==> src/rtl/sfoc_pkg.sv <==
// shared types, constants and helpers of the state feedback observer controller
// no dependencies; sfoc_ctrl, sfoc_dp and the top level refer to this package by scoped names
package sfoc_pkg;

  localparam int unsigned MaxStates  = 8;
  localparam int unsigned MaxOutputs = 8;
  localparam int unsigned FracBits   = 16;
  localparam int unsigned DataW      = 32;

  localparam int unsigned StW   = $clog2(MaxStates);
  localparam int unsigned OutW  = $clog2(MaxOutputs);
  localparam int unsigned CntW  = 4;
  localparam int unsigned RowW  = 3;
  localparam int unsigned ColW  = 4;
  localparam int unsigned SelW  = 3;
  localparam int unsigned TabAw = 2 + RowW + ColW;
  localparam int unsigned TabDepth = 1 << TabAw;

  // multiplier operand, product, shifted term and accumulator widths
  localparam int unsigned OpW   = DataW + 1;
  localparam int unsigned ProdW = OpW + DataW;
  localparam int unsigned TermW = ProdW - FracBits;
  localparam int unsigned AccW  = TermW + 8;

  localparam logic [ColW-1:0] MtCols = ColW'(MaxOutputs + 1);

  // coefficient memory banks, equal to the low bits of the table selector
  localparam logic [1:0] BankMf = 2'd1;
  localparam logic [1:0] BankMt = 2'd2;
  localparam logic [1:0] BankL  = 2'd3;

  typedef enum logic {REQ_TABLE, REQ_MEAS} req_e;
  typedef enum logic [SelW-1:0] {
    TSEL_GAIN = 3'd0, TSEL_MF = 3'd1, TSEL_MT = 3'd2, TSEL_L = 3'd3, TSEL_REF = 3'd4
  } tsel_e;
  typedef enum logic [1:0] {OBS_NONE = 2'd0, OBS_FULL = 2'd1, OBS_REDUCED = 2'd2} obs_e;
  typedef enum logic {MODE_REGULATOR, MODE_TRACKING} mode_e;
  typedef enum logic [1:0] {CFG_MODE, CFG_OBS, CFG_STATES, CFG_OUTPUTS} cfg_idx_e;
  typedef enum logic [2:0] {TERM_MF, TERM_MT, TERM_MTU, TERM_L, TERM_K} term_e;
  typedef enum logic [3:0] {
    ST_CLEAR, ST_IDLE, ST_OBS, ST_OBS_WAIT, ST_COPY, ST_FILL,
    ST_LCOR, ST_LCOR_WAIT, ST_EFF, ST_EFF_WAIT
  } ctrl_state_e;

  typedef struct packed {
    mode_e            mode;
    obs_e             obs;
    logic [CntW-1:0]  n;
    logic [CntW-1:0]  m;
    logic [CntW-1:0]  q;
    logic [CntW-1:0]  k;
  } cfg_t;

  typedef struct packed {
    logic             valid;
    term_e            kind;
    logic [RowW-1:0]  row;
    logic [ColW-1:0]  col;
    logic [StW-1:0]   dst;
    logic             first;
    logic             last;
  } term_cmd_t;

  typedef struct packed {
    term_cmd_t         term;
    logic              clr_we;
    logic [TabAw-1:0]  clr_addr;
    logic              step_start;
    logic              copy_nv;
    logic              fill_x;
  } dp_cmd_t;

  function automatic logic [CntW-1:0] clamp_cnt(input logic [CntW-1:0] v,
                                                input logic [CntW-1:0] hi);
    logic [CntW-1:0] r;
    if (v == '0) r = CntW'(1);
    else if (v > hi) r = hi;
    else r = v;
    return r;
  endfunction

  // returns {overflow, saturated 32 bit value}
  function automatic logic [DataW:0] sat_acc(input logic signed [AccW-1:0] v);
    logic signed [AccW-1:0] vmax;
    logic signed [AccW-1:0] vmin;
    logic [DataW:0]         r;
    vmax = {{(AccW-DataW+1){1'b0}}, {(DataW-1){1'b1}}};
    vmin = {{(AccW-DataW+1){1'b1}}, {(DataW-1){1'b0}}};
    if (v > vmax) r = {1'b1, 1'b0, {(DataW-1){1'b1}}};
    else if (v < vmin) r = {1'b1, 1'b1, {(DataW-1){1'b0}}};
    else r = {1'b0, v[DataW-1:0]};
    return r;
  endfunction

endpackage

==> src/rtl/sfoc_ctrl.sv <==
// sequencer: clearing pass, term issue for observer, correction and effort phases
// depends on sfoc_pkg
module sfoc_ctrl (
  input  logic            clk_i,
  input  logic            rst_ni,
  input  sfoc_pkg::cfg_t  cfg_i,
  input  logic            start_i,
  input  logic            out_valid_i,
  input  logic            out_ready_i,
  output logic            in_ready_o,
  output sfoc_pkg::dp_cmd_t cmd_o
);

  sfoc_pkg::ctrl_state_e state_q, state_d;
  logic [sfoc_pkg::CntW-1:0]  i_q, i_d, j_q, j_d;
  sfoc_pkg::term_e            kind_q, kind_d;
  logic [1:0]                 wait_q, wait_d;
  logic [sfoc_pkg::TabAw-1:0] clr_q, clr_d;

  logic [sfoc_pkg::CntW-1:0] obs_rows, i_inc, j_inc;
  logic obs_done, lcor_row_end, lcor_done, eff_done, wait_done, clr_done, reduce_q;

  assign obs_rows     = (cfg_i.obs == sfoc_pkg::OBS_FULL) ? cfg_i.n : cfg_i.q;
  assign i_inc        = i_q + sfoc_pkg::CntW'(1);
  assign j_inc        = j_q + sfoc_pkg::CntW'(1);
  assign obs_done     = (kind_q == sfoc_pkg::TERM_MTU) && (i_inc == obs_rows);
  assign lcor_row_end = (j_inc == cfg_i.m);
  assign lcor_done    = lcor_row_end && (i_inc == cfg_i.q);
  assign eff_done     = (i_inc == cfg_i.n);
  assign wait_done    = (wait_q == 2'd2);
  assign clr_done     = &clr_q;
  assign reduce_q     = (cfg_i.obs == sfoc_pkg::OBS_REDUCED) && (cfg_i.q != '0);

  always_comb begin
    state_d = state_q;
    unique case (state_q)
      sfoc_pkg::ST_CLEAR: if (clr_done) state_d = sfoc_pkg::ST_IDLE;
      sfoc_pkg::ST_IDLE: begin
        if (start_i) begin
          if (cfg_i.obs == sfoc_pkg::OBS_FULL || reduce_q) state_d = sfoc_pkg::ST_OBS;
          else state_d = sfoc_pkg::ST_FILL;
        end
      end
      sfoc_pkg::ST_OBS: if (obs_done) state_d = sfoc_pkg::ST_OBS_WAIT;
      sfoc_pkg::ST_OBS_WAIT: if (wait_done) state_d = sfoc_pkg::ST_COPY;
      sfoc_pkg::ST_COPY: begin
        if (cfg_i.obs == sfoc_pkg::OBS_FULL) state_d = sfoc_pkg::ST_EFF;
        else state_d = sfoc_pkg::ST_FILL;
      end
      sfoc_pkg::ST_FILL: begin
        if (reduce_q) state_d = sfoc_pkg::ST_LCOR;
        else state_d = sfoc_pkg::ST_EFF;
      end
      sfoc_pkg::ST_LCOR: if (lcor_done) state_d = sfoc_pkg::ST_LCOR_WAIT;
      sfoc_pkg::ST_LCOR_WAIT: if (wait_done) state_d = sfoc_pkg::ST_EFF;
      sfoc_pkg::ST_EFF: if (eff_done) state_d = sfoc_pkg::ST_EFF_WAIT;
      sfoc_pkg::ST_EFF_WAIT: if (wait_done) state_d = sfoc_pkg::ST_IDLE;
      default: state_d = sfoc_pkg::ST_IDLE;
    endcase
  end

  // loop counters
  always_comb begin
    i_d    = '0;
    j_d    = '0;
    kind_d = sfoc_pkg::TERM_MF;
    wait_d = '0;
    clr_d  = clr_q;
    unique case (state_q)
      sfoc_pkg::ST_CLEAR: clr_d = clr_q + sfoc_pkg::TabAw'(1);
      sfoc_pkg::ST_OBS: begin
        i_d    = i_q;
        j_d    = j_q;
        kind_d = kind_q;
        unique case (kind_q)
          sfoc_pkg::TERM_MF: begin
            if (j_inc < obs_rows) j_d = j_inc;
            else begin
              kind_d = sfoc_pkg::TERM_MT;
              j_d    = '0;
            end
          end
          sfoc_pkg::TERM_MT: begin
            if (j_inc < cfg_i.m) j_d = j_inc;
            else begin
              kind_d = sfoc_pkg::TERM_MTU;
              j_d    = cfg_i.m;
            end
          end
          default: begin
            kind_d = sfoc_pkg::TERM_MF;
            j_d    = '0;
            i_d    = i_inc;
          end
        endcase
      end
      sfoc_pkg::ST_LCOR: begin
        if (lcor_row_end) i_d = i_inc;
        else begin
          i_d = i_q;
          j_d = j_inc;
        end
      end
      sfoc_pkg::ST_EFF: i_d = i_inc;
      sfoc_pkg::ST_OBS_WAIT, sfoc_pkg::ST_LCOR_WAIT, sfoc_pkg::ST_EFF_WAIT:
        wait_d = wait_q + 2'd1;
      default: ;
    endcase
  end

  always_comb begin
    cmd_o            = '0;
    cmd_o.term.row   = i_q[sfoc_pkg::RowW-1:0];
    cmd_o.term.col   = j_q;
    cmd_o.term.dst   = i_q[sfoc_pkg::StW-1:0];
    cmd_o.term.kind  = kind_q;
    cmd_o.clr_addr   = clr_q;
    cmd_o.clr_we     = (state_q == sfoc_pkg::ST_CLEAR);
    cmd_o.step_start = (state_q == sfoc_pkg::ST_IDLE) && start_i;
    cmd_o.copy_nv    = (state_q == sfoc_pkg::ST_COPY);
    cmd_o.fill_x     = (state_q == sfoc_pkg::ST_FILL);
    unique case (state_q)
      sfoc_pkg::ST_OBS: begin
        cmd_o.term.valid = 1'b1;
        cmd_o.term.first = (kind_q == sfoc_pkg::TERM_MF) && (j_q == '0);
        cmd_o.term.last  = (kind_q == sfoc_pkg::TERM_MTU);
      end
      sfoc_pkg::ST_LCOR: begin
        cmd_o.term.valid = 1'b1;
        cmd_o.term.kind  = sfoc_pkg::TERM_L;
        cmd_o.term.dst   = sfoc_pkg::StW'(cfg_i.k + i_q);
        cmd_o.term.first = (j_q == '0);
        cmd_o.term.last  = lcor_row_end;
      end
      sfoc_pkg::ST_EFF: begin
        cmd_o.term.valid = 1'b1;
        cmd_o.term.kind  = sfoc_pkg::TERM_K;
        cmd_o.term.first = (i_q == '0);
        cmd_o.term.last  = eff_done;
      end
      default: ;
    endcase
  end

  assign in_ready_o = (state_q == sfoc_pkg::ST_IDLE) && (!out_valid_i || out_ready_i);

  always_ff @(posedge clk_i or negedge rst_ni) begin
    if (!rst_ni) begin
      state_q <= sfoc_pkg::ST_CLEAR;
      i_q     <= '0;
      j_q     <= '0;
      kind_q  <= sfoc_pkg::TERM_MF;
      wait_q  <= '0;
      clr_q   <= '0;
    end else begin
      state_q <= state_d;
      i_q     <= i_d;
      j_q     <= j_d;
      kind_q  <= kind_d;
      wait_q  <= wait_d;
      clr_q   <= clr_d;
    end
  end

endmodule

==> config.mk <==
export PLATFORM = sky130hd
export DESIGN_NAME = sfoc_ctrl
export DESIGN_NICKNAME = d
export VERILOG_FILES = /design/src/rtl/sfoc_pkg.sv /design/src/rtl/sfoc_ctrl.sv
export SDC_FILE = /design/constraint.sdc
export NUM_CORES = 1
export LEC_CHECK = 0
export BUFFER_PORTS_ARGS = -buffer_cell sky130_fd_sc_hd__buf_4
export CAP_MARGIN = 20
export CELL_PAD_IN_SITES_DETAIL_PLACEMENT = 0
export CELL_PAD_IN_SITES_GLOBAL_PLACEMENT = 1
export CORE_ASPECT_RATIO = 0.8
export CORE_MARGIN = 10
export CORE_UTILIZATION = 40
export CTS_BUF_LIST = sky130_fd_sc_hd__clkbuf_4
export CTS_CLUSTER_DIAMETER = 80
export DETAILED_ROUTE_END_ITERATION = 8
export GPL_ROUTABILITY_DRIVEN = 0
export GPL_TIMING_DRIVEN = 0
export HOLD_SLACK_MARGIN = 0.15
export PLACE_DENSITY = 0.89
export SYNTH_ARGS = -nofsm -noshare
export SYNTH_HDL_FRONTEND = slang
export SYNTH_SLANG_ARGS = --single-unit
==> constraint.sdc <==
create_clock -name clk_i -period 3.65 [get_ports clk_i]
set_clock_uncertainty 0.05 [all_clocks]
set_input_delay 0.73 -clock clk_i [delete_from_list [all_inputs] [get_ports clk_i]]
set_output_delay 0.73 -clock clk_i [all_outputs]
set_load 0.02 [all_outputs]
# ---- Word level (Yosys, flattened, before mapping)
# Cells that the tools add are included.
dict set report op_classes {
  bitwise 0
  add_sub_neg 5
  n_mux 30
  n_div 0
  shifts 0
  eq_ne 30
  mul 0
  reduce_logical 21
  order_cmp 2
}
# cell count
set ops {}
lappend ops {{two-way mux 4 bit} 16}
lappend ops {{case mux 4 bit (10 select lines)} 1}
lappend ops {{!= test 2 bit, second input constant} 9}
lappend ops {{equality test 4 x 3 -> 1 bit, second input constant} 4}
lappend ops {{equality test 4 bit} 4}
lappend ops {{case mux 4 bit (2 select lines)} 2}
lappend ops {{two-way mux 3 bit} 5}
lappend ops {{logical NOT 4 bit} 3}
lappend ops {{case mux 3 bit (2 select lines)} 2}
lappend ops {{case mux 4 bit (3 select lines)} 1}
lappend ops {{adder 9 x 1 -> 9 bit, second input constant} 1}
lappend ops {{AND reduction 9 bit} 1}
lappend ops {{adder 4 x 1 -> 4 bit, second input constant} 2}
lappend ops {{equality test 4 x 2 -> 1 bit, second input constant} 2}
lappend ops {{equality test 4 bit, second input constant} 2}
lappend ops {{less-than comparator 4 bit} 2}
lappend ops {{AND reduction 8 bit} 1}
lappend ops {{logical AND 1 bit} 6}
lappend ops {{!= test 3 bit, second input constant} 2}
lappend ops {{case mux 2 bit (3 select lines)} 1}
lappend ops {{OR reduction 3 bit} 2}
lappend ops {{equality test 2 bit, second input constant} 2}
lappend ops {{equality test 4 x 1 -> 1 bit, second input constant} 1}
lappend ops {{AND reduction 2 bit} 2}
lappend ops {{other kinds (13)} 14}
dict set report word_totals {
  input_bits 24
  mem_bits_rw 0
  latch_bits 0
  romBits 0
  out_inout_bits 30
  reg_bits 26
  mem_count 0
}

# ---- Longest topological paths before layout
dict set report logic_depth {
  depth_word 6
  ltp_mapped 10
  ltp_nobuf 9
}

# ---- Worst setup path after synthesis
# No wires, ideal clock.
dict set report synth_path {
  kind {register to register}
  from {reg j_q[0] (netlist bit)}
  to {reg state_q[0]}
  path_buffers 1
  stages_incl_launch_ff 11
  arrival_time_ns 2.782
  setup_slack_ns 0.698
  synth_period_minus_slack_ns 2.952
  path_cell_list {dfrtp_1 > ha_1 > xor2_1 > ha_1 > nand4_1 > nor3_1 > a21oi_1 > or4_1 > buf_2 > or4_1 > o211a_1}
}
dict set report synth_via {
  elab_chain_cells 5
}
# element line
set synth_rtl {}
lappend synth_rtl {{from (decl)} sfoc_ctrl.sv:15} ;# logic [sfoc_pkg::CntW-1:0] i_q, i_d, j_q, j_d;
lappend synth_rtl {{from (signal assigned)} sfoc_ctrl.sv:158} ;# j_q <= j_d;
lappend synth_rtl {{adder 4 x 1 -> 4 bit} sfoc_ctrl.sv:25} ;# assign j_inc = j_q + sfoc_pkg::CntW'(1);
lappend synth_rtl {{equality test 4 bit} sfoc_ctrl.sv:27} ;# assign lcor_row_end = (j_inc == cfg_i.m);
lappend synth_rtl {{logical AND 1 bit} sfoc_ctrl.sv:28} ;# assign lcor_done = lcor_row_end && (i_inc == cfg_i.q);
lappend synth_rtl {{!= test 2 bit (no line)} n/a}
lappend synth_rtl {{AND reduction 8 bit (no line)} n/a}
lappend synth_rtl {{to (signal assigned)} sfoc_ctrl.sv:149} ;# state_q <= sfoc_pkg::ST_CLEAR;
lappend synth_rtl {{to (signal assigned)} sfoc_ctrl.sv:156} ;# state_q <= state_d;
lappend synth_rtl {{to (decl)} sfoc_ctrl.sv:14} ;# sfoc_pkg::ctrl_state_e state_q, state_d;
# No other way between the ends.
# A chain may end at the register's enable or synchronous reset.

==> impl_results.md <==
- Antenna Nets Post-Route: 0
- Ant diodes: 0
- Clk slew on worst S/H paths: 0.16 ns
- Hold Buf Count CTS: 0
- Multi-input combinational cell area: 1270 µm²
- Status: complete, no violations
- First-pass GRT wire length: 9180 µm
- Dominant cells by area after synthesis: dfrtp_1 31%, ha_1 9.3%, xnor2_1 7.0%
- Num rows: 23
- Hold WS: 0.221 ns
- Vias: 1850
- Via density: 5.24
- Final worst-path cycle share: 91.5%
- NetSw: 618 µW
- Largest net degree at the start of global routing: 26
- Origin of the critical flop-to-flop path: j_q[0]
- Combinational group share of total power: 59.0%
- Count of different cell masters after synthesis: 48
- Post-synthesis sequential area ratio: 31.1%
- Cells on worst reg2reg path: 10
- Dominant cell type by area after synthesis: dfrtp_1
- Hpwl dp: 4540 µm
- First-pass DRT Iterations: 4
- Final setup fails: 0
- Post-CTS setup buffer count: 0
- Max cap viols: 0
- GRT Overall Usage: 13.1%
- RSZ-0062 raised after global routing: no
- DIE HEIGHT: 83.5 µm
- FF+latch count, synth: 25
- R2R setup slack: 0.40 ns
- Post-synth EDFFs: 0
- Largest family of logic cells by synthesized area: simple AND/OR/NAND/NOR gates
- Max clock buf depth: 2
- Async S/R FF share, synth: 100%
- Crit path depth: 7
- Synthesized Nets: 276
- GR Overflow Total: 0
- Critical path, cell by cell: buf_2 > inv_1 > ha_1 > xor2_1 > or4_1 > o221ai_1 > buf_4
- Initial DRC count: 122
- Simple-Gate Fraction of Synth Area: 25.1%
- Syn. warnings: 0
- Top delay family on crit path: simple AND/OR/NAND/NOR gates
- Arr. time, crit path: 2.56 ns
- Layout area overhead: 24.3%
- Power share of the sequential group: 30.9%
- Post-synthesis mux area share: 4.16%
- CP max FO: 6
- WP buf/inv: 3
- Reg area: 626 µm²
- Worst-margin pin slew: 0.788 ns
- CTS tree: done
- Post-Synthesis Cells: 236
- Worst Setup EP: cmd_o[13]
- Fraction of layout cells with a size suffix above 1: 24.4%
- Clock Sink Count: 25
- Die X: 99.3 µm
- Drt wl/cell: 15.4 µm
- FILL cells: 490
- Post-synthesis xor/xnor area fraction: 10.8%
- PortBufs: 51
- Cell Pwr Density: 529 nW/µm²
- Initial antenna violation count: 0
- Vias in the first global route: 1861
- DRC Markers: 0
- Hold WC Path Type: input pin to asynchronous set/reset pin
- Core Area: 4950 µm²
- Share of the synthesized area in the top cell type: 31.1%
- Max H-tree Level: 1
- WL final: 5450 µm
- Resize count post-CTS: 0
- Final Hold Viols: 0
- CP Capture Type: output pin
- Die ar.: 8290 µm²
- Relative slew slack: 47.0%
- Max Slew Vio Count: 0
- Starting density of the core: 40.7%
- Net Sw Frac: 46.6%
- Post-Syn Area: 2010 µm²
- Most frequent cell after synthesis: dfrtp_1
- Ports: 54
- Static Leak: 0.00121 µW
- CP max stage cell: or4_1
- Fmax: 299 MHz
- CP Launch Point: i_q[0]
- Clk pwr share: 10.1%
- Primary FF master, synth: dfrtp_1
- Critical path class: flip-flop to output pin
- Tmin final: 3.34 ns
- Num CTS Buffers: 3
- Fin nets: 332
- List of most frequent post-synthesis cells: 25 x dfrtp_1, 21 x nand2_1, 18 x nor2_1
- Peak VDD IR: 0.229 mV
- Adder-Cell Fraction of Synth Area: 10.3%
- Fin Setup TNS: 0 ns
- Reg-to-reg endpoint: state_q[0]
- Clock Latency Late Sink: 0.33 ns
- Total Power: 1330 µW
- CP startpoint kind: flip-flop
- Crit path largest cell delay: 0.55 ns
- CP Data Required Time: 2.87 ns
- Mean Syn Cell Area: 8.54 µm²
- Post-synthesis compound-gate area fraction: 12.7%
- CTS root buf: clkbuf_4
- Pint: 708 µW
==> flip-flops by register name, summed over array words and instances, names as in the netlist <==
name / flops
kind_q: 2
j_q: 4
state_q: 4
i_q: 4
clr_q: 9
wait_q: 2
==> worst min path at each step <==
stage	startpoint	to	slack, ns
4_1_cts	rst_ni	clr_q[6]	0.23
6_report	rst_ni	kind_q[0]	0.22
5_1_grt	rst_ni	clr_q[6]	0.23
3_5_place_dp	wait_q[0]	wait_q[0]	0.38
2_1_floorplan	wait_q[0]	wait_q[0]	0.35
3_3_place_gp	wait_q[0]	wait_q[0]	0.37
==> cell type report <==
class / instances / area share (%)
Timing Repair Buffer: 51 / 15.3
Clock buffer: 3 / 0.899
Buffer: 10 / 2.15
Inverter: 17 / 2.55
Sequential cell: 25 / 25.0
Tap cell: 62 / 3.10
Multi-Input combinational cell: 184 / 50.7
Clock inverter: 1 / 0.300
==> layer usage <==
metal	vias to the layer above	routed length [µm]	GRT usage (%)	share of wire [%]
li1	938	-	-	-
met1	848	2650	18.3	49
met2	60	2370	19.1	43
met3	4	391	3.81	7.2
met4	0	44	2.86	0.81
met5	-	0	0	0
==> cell families after synthesis <==
| kind of cell | Yosys count |
|---|---|
| flip-flops | 25 |
| multiplexers | 8 |
| XOR/XNOR | 24 |
| adder cells (fa/ha/maj) | 16 |
| buffers and inverters | 27 |
| AND/OR/NAND/NOR | 95 |
| AO/OA/AOI/OAI | 41 |
==> power groups by stage <==
stage / Clock, µW / Sequential, µW / Combinational, µW
floorplan: 0 / 436 / 490
global placement: 0 / 414 / 776
detailed placement: 0 / 416 / 785
CTS: 138 / 410 / 788
global route: 146 / 425 / 875
finish: 134 / 410 / 782
==> cell usage in the layout (no fill, tap or decap), drive strengths merged, types with 2 or more instances in the layout <==
cell	count
ha	15
a31oi	2
inv	17
or2	2
mux2	3
o21ai	16
mux2i	5
nand3	10
nor4b	2
and4	2
nor3	6
xor2	8
o32ai	2
nor4	2
dfrtp	25
a211oi	2
xnor2	16
a21oi	8
clkbuf	6
nor2b	5
and3	3
nor2	18
buf	58
or4	3
nand2b	9
nand2	21
nand4	4
or3	5
==> metrics by stage <==
step / cells / area (µm²) / setup WS, ns / utilization (%)
after CTS: 353 / 2500 / 0.301 / 50.6
after global routing: 353 / 2500 / 0.138 / 50.6
after detailed placement: 349 / 2470 / 0.439 / 50.0
final: 353 / 2500 / 0.311 / 50.6
after global placement: 349 / 2470 / 0.475 / 50.0
after floorplan: 236 / 2010 / 0.698 / -
Note: power is estimated with default switching activity, not from simulation.
